<file path="src/hw/rtl/infix_expression_evaluator_assert.svh">
// Assertion macros shared by the expression evaluator RTL.
`ifndef INFIX_EXPRESSION_EVALUATOR_ASSERT_SVH
`define INFIX_EXPRESSION_EVALUATOR_ASSERT_SVH

// Same-cycle implication, disabled while in reset.
`define IEE_ASSERT_IMPL(lbl, ante, cons, msg) \
  lbl: assert property (@(posedge clk) disable iff (rst) (ante) |-> (cons)) \
    else $error(msg);

// Next-cycle implication, disabled while in reset.
`define IEE_ASSERT_NEXT(lbl, ante, cons, msg) \
  lbl: assert property (@(posedge clk) disable iff (rst) (ante) |=> (cons)) \
    else $error(msg);

`endif

</file>
<file path="src/hw/rtl/iee_pkg.sv">
// Shared types, character codes and decode function for the expression evaluator.
package iee_pkg;

  localparam int unsigned CHAR_WIDTH   = 8;
  localparam int unsigned RESULT_WIDTH = 32;

  localparam logic [CHAR_WIDTH-1:0] CHAR_ZERO  = 8'h30;
  localparam logic [CHAR_WIDTH-1:0] CHAR_NINE  = 8'h39;
  localparam logic [CHAR_WIDTH-1:0] CHAR_SPACE = 8'h20;
  localparam logic [CHAR_WIDTH-1:0] CHAR_PLUS  = 8'h2B;
  localparam logic [CHAR_WIDTH-1:0] CHAR_MINUS = 8'h2D;
  localparam logic [CHAR_WIDTH-1:0] CHAR_STAR  = 8'h2A;
  localparam logic [CHAR_WIDTH-1:0] CHAR_SLASH = 8'h2F;
  localparam logic [CHAR_WIDTH-1:0] CHAR_EQUAL = 8'h3D;

  typedef enum logic [1:0] {
    OP_NONE = 2'd0,
    OP_MUL  = 2'd1,
    OP_DIV  = 2'd2
  } term_op_t;

  typedef enum logic [2:0] {
    CH_DIGIT,
    CH_MUL,
    CH_DIV,
    CH_ADD,
    CH_SUB,
    CH_EQ,
    CH_OTHER
  } char_class_t;

  typedef enum logic [1:0] {
    ST_IDLE,
    ST_FACTOR,
    ST_EMIT
  } ctrl_state_t;

  typedef struct packed {
    logic     acc_digit;
    logic     factor_start;
    logic     op_set;
    term_op_t new_op;
    logic     term_finish;
    logic     new_neg;
    logic     emit;
  } dp_cmd_t;

  typedef struct packed {
    logic busy;
    logic out_full;
  } dp_status_t;

  function automatic char_class_t char_class(input logic [CHAR_WIDTH-1:0] c);
    char_class_t k;
    k = CH_OTHER;
    if (c inside {[CHAR_ZERO:CHAR_NINE]}) begin
      k = CH_DIGIT;
    end else begin
      case (c)
        CHAR_STAR:  k = CH_MUL;
        CHAR_SLASH: k = CH_DIV;
        CHAR_PLUS:  k = CH_ADD;
        CHAR_MINUS: k = CH_SUB;
        CHAR_EQUAL: k = CH_EQ;
        CHAR_SPACE: k = CH_OTHER;
        default:    k = CH_OTHER;
      endcase
    end
    return k;
  endfunction

endpackage

</file>
<file path="src/hw/rtl/iee_controller.sv">
// Sequencing state machine of the expression evaluator.
module iee_controller (
  input  logic                             clk,
  input  logic                             rst,
  input  logic                             in_valid,
  output logic                             in_ready,
  input  logic [iee_pkg::CHAR_WIDTH-1:0]   character,
  input  iee_pkg::dp_status_t              status,
  output iee_pkg::dp_cmd_t                 cmd
);

  iee_pkg::ctrl_state_t state, state_next;
  iee_pkg::char_class_t kind;
  iee_pkg::char_class_t in_class;

  assign in_class = iee_pkg::char_class(character);

  always_ff @(posedge clk) begin
    if (rst) begin
      state <= iee_pkg::ST_IDLE;
    end else begin
      state <= state_next;
    end
  end

  // operator kind held while the factor unit runs
  always_ff @(posedge clk) begin
    if (state == iee_pkg::ST_IDLE && in_valid) begin
      kind <= in_class;
    end
  end

  always_comb begin
    state_next = state;
    case (state)
      iee_pkg::ST_IDLE: begin
        if (in_valid && in_class != iee_pkg::CH_DIGIT && in_class != iee_pkg::CH_OTHER) begin
          state_next = iee_pkg::ST_FACTOR;
        end
      end
      iee_pkg::ST_FACTOR: begin
        if (!status.busy) begin
          state_next = (kind == iee_pkg::CH_EQ) ? iee_pkg::ST_EMIT : iee_pkg::ST_IDLE;
        end
      end
      iee_pkg::ST_EMIT: begin
        if (!status.out_full) begin
          state_next = iee_pkg::ST_IDLE;
        end
      end
      default: state_next = iee_pkg::ST_IDLE;
    endcase
  end

  always_comb begin
    cmd      = '0;
    cmd.new_op = iee_pkg::OP_NONE;
    in_ready = 1'b0;
    case (state)
      iee_pkg::ST_IDLE: begin
        in_ready = 1'b1;
        if (in_valid) begin
          cmd.acc_digit    = (in_class == iee_pkg::CH_DIGIT);
          cmd.factor_start = (in_class != iee_pkg::CH_DIGIT) && (in_class != iee_pkg::CH_OTHER);
        end
      end
      iee_pkg::ST_FACTOR: begin
        if (!status.busy) begin
          case (kind)
            iee_pkg::CH_MUL: begin
              cmd.op_set = 1'b1;
              cmd.new_op = iee_pkg::OP_MUL;
            end
            iee_pkg::CH_DIV: begin
              cmd.op_set = 1'b1;
              cmd.new_op = iee_pkg::OP_DIV;
            end
            iee_pkg::CH_ADD, iee_pkg::CH_EQ: begin
              cmd.term_finish = 1'b1;
            end
            iee_pkg::CH_SUB: begin
              cmd.term_finish = 1'b1;
              cmd.new_neg     = 1'b1;
            end
            default: ;
          endcase
        end
      end
      iee_pkg::ST_EMIT: begin
        cmd.emit = !status.out_full;
      end
      default: ;
    endcase
  end

endmodule

</file>
<file path="src/hw/rtl/iee_datapath.sv">
// Evaluator registers, shift-add multiplier, restoring divider and result register.
module iee_datapath #(
  parameter int unsigned VALUE_WIDTH = 32
) (
  input  logic                               clk,
  input  logic                               rst,
  input  logic [iee_pkg::CHAR_WIDTH-1:0]     character,
  input  iee_pkg::dp_cmd_t                   cmd,
  output iee_pkg::dp_status_t                status,
  output logic                               out_valid,
  input  logic                               out_ready,
  output logic [iee_pkg::RESULT_WIDTH-1:0]   out_value,
  output logic                               out_status
);

  localparam int unsigned W  = VALUE_WIDTH;
  localparam int unsigned CW = $clog2(VALUE_WIDTH);

  logic [W-1:0]      number_acc;
  logic [W-1:0]      term;
  logic [W-1:0]      sum;
  iee_pkg::term_op_t pending_op;
  logic              neg;
  logic              derr;

  // shared iteration registers: partial product or remainder, multiplicand or
  // dividend/quotient, multiplier or divisor
  logic [W-1:0]  work_p;
  logic [W-1:0]  work_a;
  logic [W-1:0]  work_b;
  logic [CW-1:0] step_cnt;
  logic          busy;
  logic          is_div;
  logic          quot_neg;

  logic [iee_pkg::CHAR_WIDTH-1:0] digit_full;
  logic [W-1:0] acc_digit_val;
  logic [W-1:0] mul_sum;
  logic [W:0]   rem_sh;
  logic         rem_fit;
  logic [W-1:0] rem_next;
  logic [W-1:0] quot_next;
  logic [W-1:0] div_result;
  logic [W-1:0] term_mag;
  logic [W-1:0] factor_mag;
  logic         last_step;
  logic signed [W-1:0] sum_s;

  assign digit_full    = character - iee_pkg::CHAR_ZERO;
  assign acc_digit_val = (number_acc << 3) + (number_acc << 1) + W'(digit_full[3:0]);

  assign mul_sum    = work_b[0] ? (work_p + work_a) : work_p;
  assign rem_sh     = {work_p, work_a[W-1]};
  assign rem_fit    = rem_sh >= {1'b0, work_b};
  assign rem_next   = rem_fit ? W'(rem_sh - {1'b0, work_b}) : rem_sh[W-1:0];
  assign quot_next  = {work_a[W-2:0], rem_fit};
  assign div_result = quot_neg ? ({W{1'b0}} - quot_next) : quot_next;
  assign last_step  = (step_cnt == CW'(W - 1));

  assign term_mag   = term[W-1]       ? ({W{1'b0}} - term)       : term;
  assign factor_mag = number_acc[W-1] ? ({W{1'b0}} - number_acc) : number_acc;

  assign sum_s = sum;

  assign status.busy     = busy;
  assign status.out_full = out_valid && !out_ready;

  always_ff @(posedge clk) begin
    if (rst) begin
      number_acc <= '0;
      term       <= '0;
      sum        <= '0;
      pending_op <= iee_pkg::OP_NONE;
      neg        <= 1'b0;
      derr       <= 1'b0;
      busy       <= 1'b0;
      out_valid  <= 1'b0;
    end else begin
      if (out_valid && out_ready) begin
        out_valid <= 1'b0;
      end

      if (cmd.acc_digit) begin
        number_acc <= acc_digit_val;
      end

      if (cmd.factor_start) begin
        number_acc <= '0;
        case (pending_op)
          iee_pkg::OP_MUL: begin
            work_p   <= '0;
            work_a   <= term;
            work_b   <= number_acc;
            is_div   <= 1'b0;
            step_cnt <= '0;
            busy     <= 1'b1;
          end
          iee_pkg::OP_DIV: begin
            if (number_acc == '0) begin
              derr <= 1'b1;
              term <= '0;
            end else begin
              work_p   <= '0;
              work_a   <= term_mag;
              work_b   <= factor_mag;
              quot_neg <= term[W-1] ^ number_acc[W-1];
              is_div   <= 1'b1;
              step_cnt <= '0;
              busy     <= 1'b1;
            end
          end
          default: begin
            term <= number_acc;
          end
        endcase
      end

      if (busy) begin
        step_cnt <= step_cnt + CW'(1);
        if (is_div) begin
          work_p <= rem_next;
          work_a <= quot_next;
        end else begin
          work_p <= mul_sum;
          work_a <= work_a << 1;
          work_b <= work_b >> 1;
        end
        if (last_step) begin
          busy <= 1'b0;
          term <= is_div ? div_result : mul_sum;
        end
      end

      if (cmd.op_set) begin
        pending_op <= cmd.new_op;
      end

      if (cmd.term_finish) begin
        sum        <= neg ? (sum - term) : (sum + term);
        term       <= '0;
        pending_op <= iee_pkg::OP_NONE;
        neg        <= cmd.new_neg;
      end

      if (cmd.emit) begin
        out_valid  <= 1'b1;
        out_status <= derr;
        out_value  <= derr ? '0 : iee_pkg::RESULT_WIDTH'(sum_s);
        number_acc <= '0;
        term       <= '0;
        sum        <= '0;
        pending_op <= iee_pkg::OP_NONE;
        neg        <= 1'b0;
        derr       <= 1'b0;
      end
    end
  end

endmodule

</file>
<file path="src/hw/rtl/infix_expression_evaluator.sv">
// Top level of the character-serial infix integer expression evaluator.
// A digit, space or unknown character is taken in the idle state; '+', '-', '*' or '/' then
//   passes the factor state, which waits for the mul/div unit if a '*' or '/' is pending
//   (mul/div retire one bit per cycle); '=' then also passes the emit state, which holds input
//   off while an earlier result waits. No new character is taken until the last is done.
// Reset (rst, synchronous, active high) clears the evaluator registers and result valid only.
module infix_expression_evaluator #(
  parameter int unsigned VALUE_WIDTH = 32
) (
  input  logic                               clk,
  input  logic                               rst,
  // input character stream
  input  logic                               s_tvalid,
  output logic                               s_tready,
  input  logic [iee_pkg::CHAR_WIDTH-1:0]     s_tdata,   // [7:0] character
  // result stream
  output logic                               m_tvalid,
  input  logic                               m_tready,
  output logic [iee_pkg::RESULT_WIDTH-1:0]   m_tdata,   // [31:0] value (signed)
  output logic                               m_tuser    // [0] status: divide by zero
);

  iee_pkg::dp_cmd_t    cmd;
  iee_pkg::dp_status_t status;

  // controller steps through factor / term / emit phases per operator, emit only for '='
  iee_controller u_ctrl (
    .clk       (clk),
    .rst       (rst),
    .in_valid  (s_tvalid),
    .in_ready  (s_tready),
    .character (s_tdata),
    .status    (status),
    .cmd       (cmd)
  );

  // datapath holds the evaluation state and the iterative mul/div unit
  iee_datapath #(
    .VALUE_WIDTH (VALUE_WIDTH)
  ) u_dp (
    .clk        (clk),
    .rst        (rst),
    .character  (s_tdata),
    .cmd        (cmd),
    .status     (status),
    .out_valid  (m_tvalid),
    .out_ready  (m_tready),
    .out_value  (m_tdata),
    .out_status (m_tuser)
  );

`include "infix_expression_evaluator_assert.svh"

  // a new request is never taken while the mul/div unit is still iterating
  `IEE_ASSERT_IMPL(a_no_accept_busy, s_tready, !status.busy, "request accepted while unit busy")
  // a result that is still waiting is never overwritten
  `IEE_ASSERT_IMPL(a_no_overwrite, cmd.emit, !(m_tvalid && !m_tready), "pending result overwritten")
  // an emit always shows up as a valid result next cycle
  `IEE_ASSERT_NEXT(a_emit_valid, cmd.emit, m_tvalid, "emit did not raise result valid")
  // a divide-by-zero result carries value zero
  `IEE_ASSERT_IMPL(a_err_zero, m_tvalid && m_tuser, m_tdata == '0, "error result not zero")

endmodule
</file>
<file path="config.mk">
export PLATFORM = sky130hd
export DESIGN_NAME = infix_expression_evaluator
export DESIGN_NICKNAME = d
export VERILOG_FILES = /design/src/hw/rtl/iee_pkg.sv /design/src/hw/rtl/iee_controller.sv /design/src/hw/rtl/iee_datapath.sv /design/src/hw/rtl/infix_expression_evaluator.sv
export VERILOG_INCLUDE_DIRS = /design/src /design/src/hw/rtl
export SDC_FILE = /design/constraint.sdc
export NUM_CORES = 1
export LEC_CHECK = 0
export BUFFER_PORTS_ARGS = -buffer_cell sky130_fd_sc_hd__buf_4
export CORE_MARGIN = 1.5
export CORE_UTILIZATION = 60
export CTS_CLUSTER_DIAMETER = 120
export DETAILED_ROUTE_END_ITERATION = 8
export MAX_ROUTING_LAYER = met4
export PLACE_DENSITY = 0.77
export SLEW_MARGIN = 15
export SYNTH_ARGS = -nofsm -noshare
export SYNTH_HDL_FRONTEND = slang
export SYNTH_HIERARCHICAL = 1
export SYNTH_SLANG_ARGS = --single-unit
</file>
<file path="constraint.sdc">
create_clock -name clk -period 8.8 [get_ports clk]
set_clock_uncertainty 0.2 [all_clocks]
set_input_delay 1.32 -clock clk [delete_from_list [all_inputs] [get_ports clk]]
set_output_delay 1.32 -clock clk [all_outputs]
set_load 0.01 [all_outputs]
</file>
==> impl_metrics.tcl <==
set metrics [dict create \
    status "completed" \
    cts_root_buffer "clkbuf_16" \
    cts_sinks 243 \
    num_rows 66 \
    layout-drive-gt1-share_pct 7.02 \
    clock.fmax_ghz 0.172 \
    p_leak_uw 0.00890 \
    clk_path_buf_depth 3 \
    clk_pin_slew_ns 0.06 \
    ir_drop_uv 145 \
    hp-class "reg -> reg" \
    post-cts-setup-buffers 0 \
    ys.flop_type "edfxtp_1" \
    synth_top_area_share_pct 20.9 \
    pwr-share-seq_pct 49.5 \
    grt_overflow 0 \
    fin_crit_ns 5.82 \
    crit_required_ns 9.09 \
    cts_buffers 28 \
    finalHoldViolations 0 \
    slowest_stage "inv_2" \
    drt-wirelength-per-cell_um 22.2 \
    synth-edff-count 139 \
    cts_tree "yes" \
    tightestPinTransition_ns 1.19 \
    fp.coreArea_mm2 0.0327 \
    port_buffers 46 \
    post-route-period-util_pct 66.2 \
    design.die.area_mm2 0.0345 \
    synth.area.top_cells "edfxtp_1 21%, dfxtp_1 10%, ha_1 10%, xnor2_1 5.3%, a21oi_1 4.8%" \
    sw_frac_of_total_pct 23.4 \
    max_cap_violations 0 \
    routed_via_density 6.69 \
    yosysSeqAreaShare_pct 31.3 \
    p_clk_share_pct 45.7 \
    cp_common_cell "a211oi_1" \
    crit_path_max_fanout 46 \
    max_slew_margin_pct 20.2 \
    critPathLaunchType "flop" \
    avgSynthCellArea_um2 8.51 \
    netlist_area_mm2 0.0200 \
    initial_core_util_pct 61.2 \
    drt_first_pass_iters 5 \
    nNetsFinal 2506 \
    synth_cell_types 89 \
    grt_pass1_wl_um 96200 \
    hpwl_um 46500 \
    cp-end-kind "flop" \
    via_count 18713 \
    synthCells 2351 \
    dr.first_iter.drc_count 2246 \
    p_per_area_mw_per_mm2 113 \
    clkLatencyLatePin_ns 0.58 \
    slowest_delay_ns 0.59 \
    internal_power_uw 1870 \
    cts.repair.resized 0 \
    synth.largest_area_cell "edfxtp_1" \
    pin_count 47 \
    arrival_ns 6.11 \
    rsz0062_at_grt "false" \
    setup_viol 0 \
    fp.dieH_um 186 \
    syn_nets 2528 \
    drt_wl_total_um 62100 \
    ys_async_sr_fraction_pct 0 \
    fin_tns_setup_ns 0 \
    ant_nets 0 \
    grt_pass1_vias 17013 \
    p_sw_uw 572 \
    gp_congestion 1.01 \
    antenna_found_initial 1 \
    path_class "reg -> reg" \
    chipWidth_um 186 \
    final_util_pct 65.8 \
    slew_violations 0 \
    drc_errors 0 \
    hold_buffers 0 \
    cts-htree-levels 1 \
    yosysWarnings 6 \
    crit_path_cell_trace "buf_4, ha_1, nor2b_1, o2111a_1, a211oi_1, a211oi_1, nor3b_1, o21bai_2, inv_2, ha_1, nand3_1, or3_1, nand2b_1, o41ai_1, xor2_1, nand2_1, o21ai_0, a211oi_1" \
    ys_seq_elements 243 \
    syn2layout_area_growth_pct 7.55 \
    track_usage_pct 36.9 \
    grt_max_degree 52 \
    combinationalPowerShare_pct 4.8 \
]
## power by group through the flow
stage | registers (µW) | logic (µW) | clock network (µW)
after detailed placement | 1230 | 114 | 0
final | 1210 | 117 | 1120
after global routing | 1210 | 127 | 1180
after floorplan | 1230 | 80.9 | 0
after global placement | 1230 | 111 | 0
after CTS | 1210 | 114 | 1130
## metal layers
metal / GRT usage, % / part of all wire, % / wire, µm / vias to the layer above
li1: - / - / - / 8707
met3: 5.62 / 9.5 / 5930 / 191
met5: - / 0 / 0 / -
met4: 15.1 / 4.3 / 2700 / 0
met2: 56.6 / 44 / 27600 / 940
met1: 48.8 / 42 / 25900 / 8875
## through the flow
step / cell area [µm²] / hold WS [ns] / total power (µW) / std cells / setup slack [ns]
6_report: 21500 / 0.279 / 2440 / 2796 / 2.98
5_1_grt: 21500 / 0.313 / 2510 / 2794 / 2.62
4_1_cts: 21500 / 0.279 / 2450 / 2793 / 3.11
3_5_place_dp: 20700 / 0.266 / 1350 / 2741 / 3.14
3_3_place_gp: 20700 / 0.253 / 1340 / 2741 / 3.27
2_1_floorplan: 20000 / 0.246 / 1310 / 2351 / 4.12
## cells in the final DEF, fill, tap and decap left out, drive strengths merged, types with 15 or more instances in the layout
master / Yosys / final
xor2: 74 / 74
and3: 20 / 20
o31ai: 24 / 24
or3: 27 / 27
dfxtp: 104 / 104
mux2i: 55 / 55
nand3: 35 / 35
nand2b: 36 / 36
nor3: 54 / 54
a21oi: 191 / 191
o211ai: 31 / 31
xnor2: 120 / 120
ha: 160 / 160
inv: 74 / 74
a221oi: 49 / 49
clkbuf: 113 / 40
nand2: 193 / 193
o21ai: 182 / 182
nand4: 17 / 17
and2: 15 / 15
a31oi: 21 / 21
a21o: 77 / 77
nor2b: 59 / 59
edfxtp: 139 / 139
nor2: 207 / 207
buf: 13 / 74
a211oi: 44 / 44
## sequential cells by signal, indices dropped and copies added (netlist names)
register         count
u_dp/number_acc     32
u_dp/out_value      32
u_dp/sum            32
u_dp/term           32
u_dp/work_a         32
u_dp/work_b         32
u_dp/work_p         32
u_dp/step_cnt        5
u_ctrl/kind          3
u_ctrl/state         2
u_dp/pending_op      2
u_dp/busy            1
u_dp/derr            1
u_dp/is_div          1
u_dp/neg             1
u_dp/out_status      1
u_dp/out_valid       1
u_dp/quot_neg        1
## final cells by class
class,instances,area [µm²]
Fill cell,2827,11200
Sequential cell,243,6260
Multi-Input combinational cell,1907,13000
Inverter,75,282
Timing Repair Buffer,74,556
Clock buffer,40,797
Tap cell,442,553
Clock inverter,12,66.3
Antenna cell,3,7.51
## critical path, delay by kind of cell (launching register included)
family	cells	cell delay [ns]
buffers and inverters	2	1.01
AND/OR/NAND/NOR	6	1.59
XOR/XNOR	1	0.12
adder cells (fa/ha/maj)	2	0.61
AO/OA/AOI/OAI	7	1.86
flip-flops	1	0.32
## synth_stat cells, types with 73 or more instances
library cell / n
o21ai_0: 158
a21oi_1: 190
nand2_1: 193
clkbuf_1: 113
edfxtp_1: 139
xnor2_1: 120
ha_1: 160
dfxtp_1: 104
inv_1: 73
a21o_1: 77
xor2_1: 74
nor2_1: 205
## path summary, 6_finish.rpt
path / start / slack, ns / endpoint / cells after the start
max reg2reg: u_dp/work_b[0] / 2.98 / u_dp/term[26] / 18
min: u_dp/derr / 0.28 / u_dp/derr / 2
max: u_dp/work_b[0] / 2.98 / u_dp/term[26] / 18
min reg2reg: u_dp/derr / 0.28 / u_dp/derr / 2
## cell families after synthesis
group	share of synthesized area, %
buffers and inverters	3.92
multiplexers	3.09
adder cells (fa/ha/maj)	10.5
XOR/XNOR	8.49
AO/OA/AOI/OAI	25.1
AND/OR/NAND/NOR	17.6
flip-flops	31.3
Power figures use the tool's default switching activity.
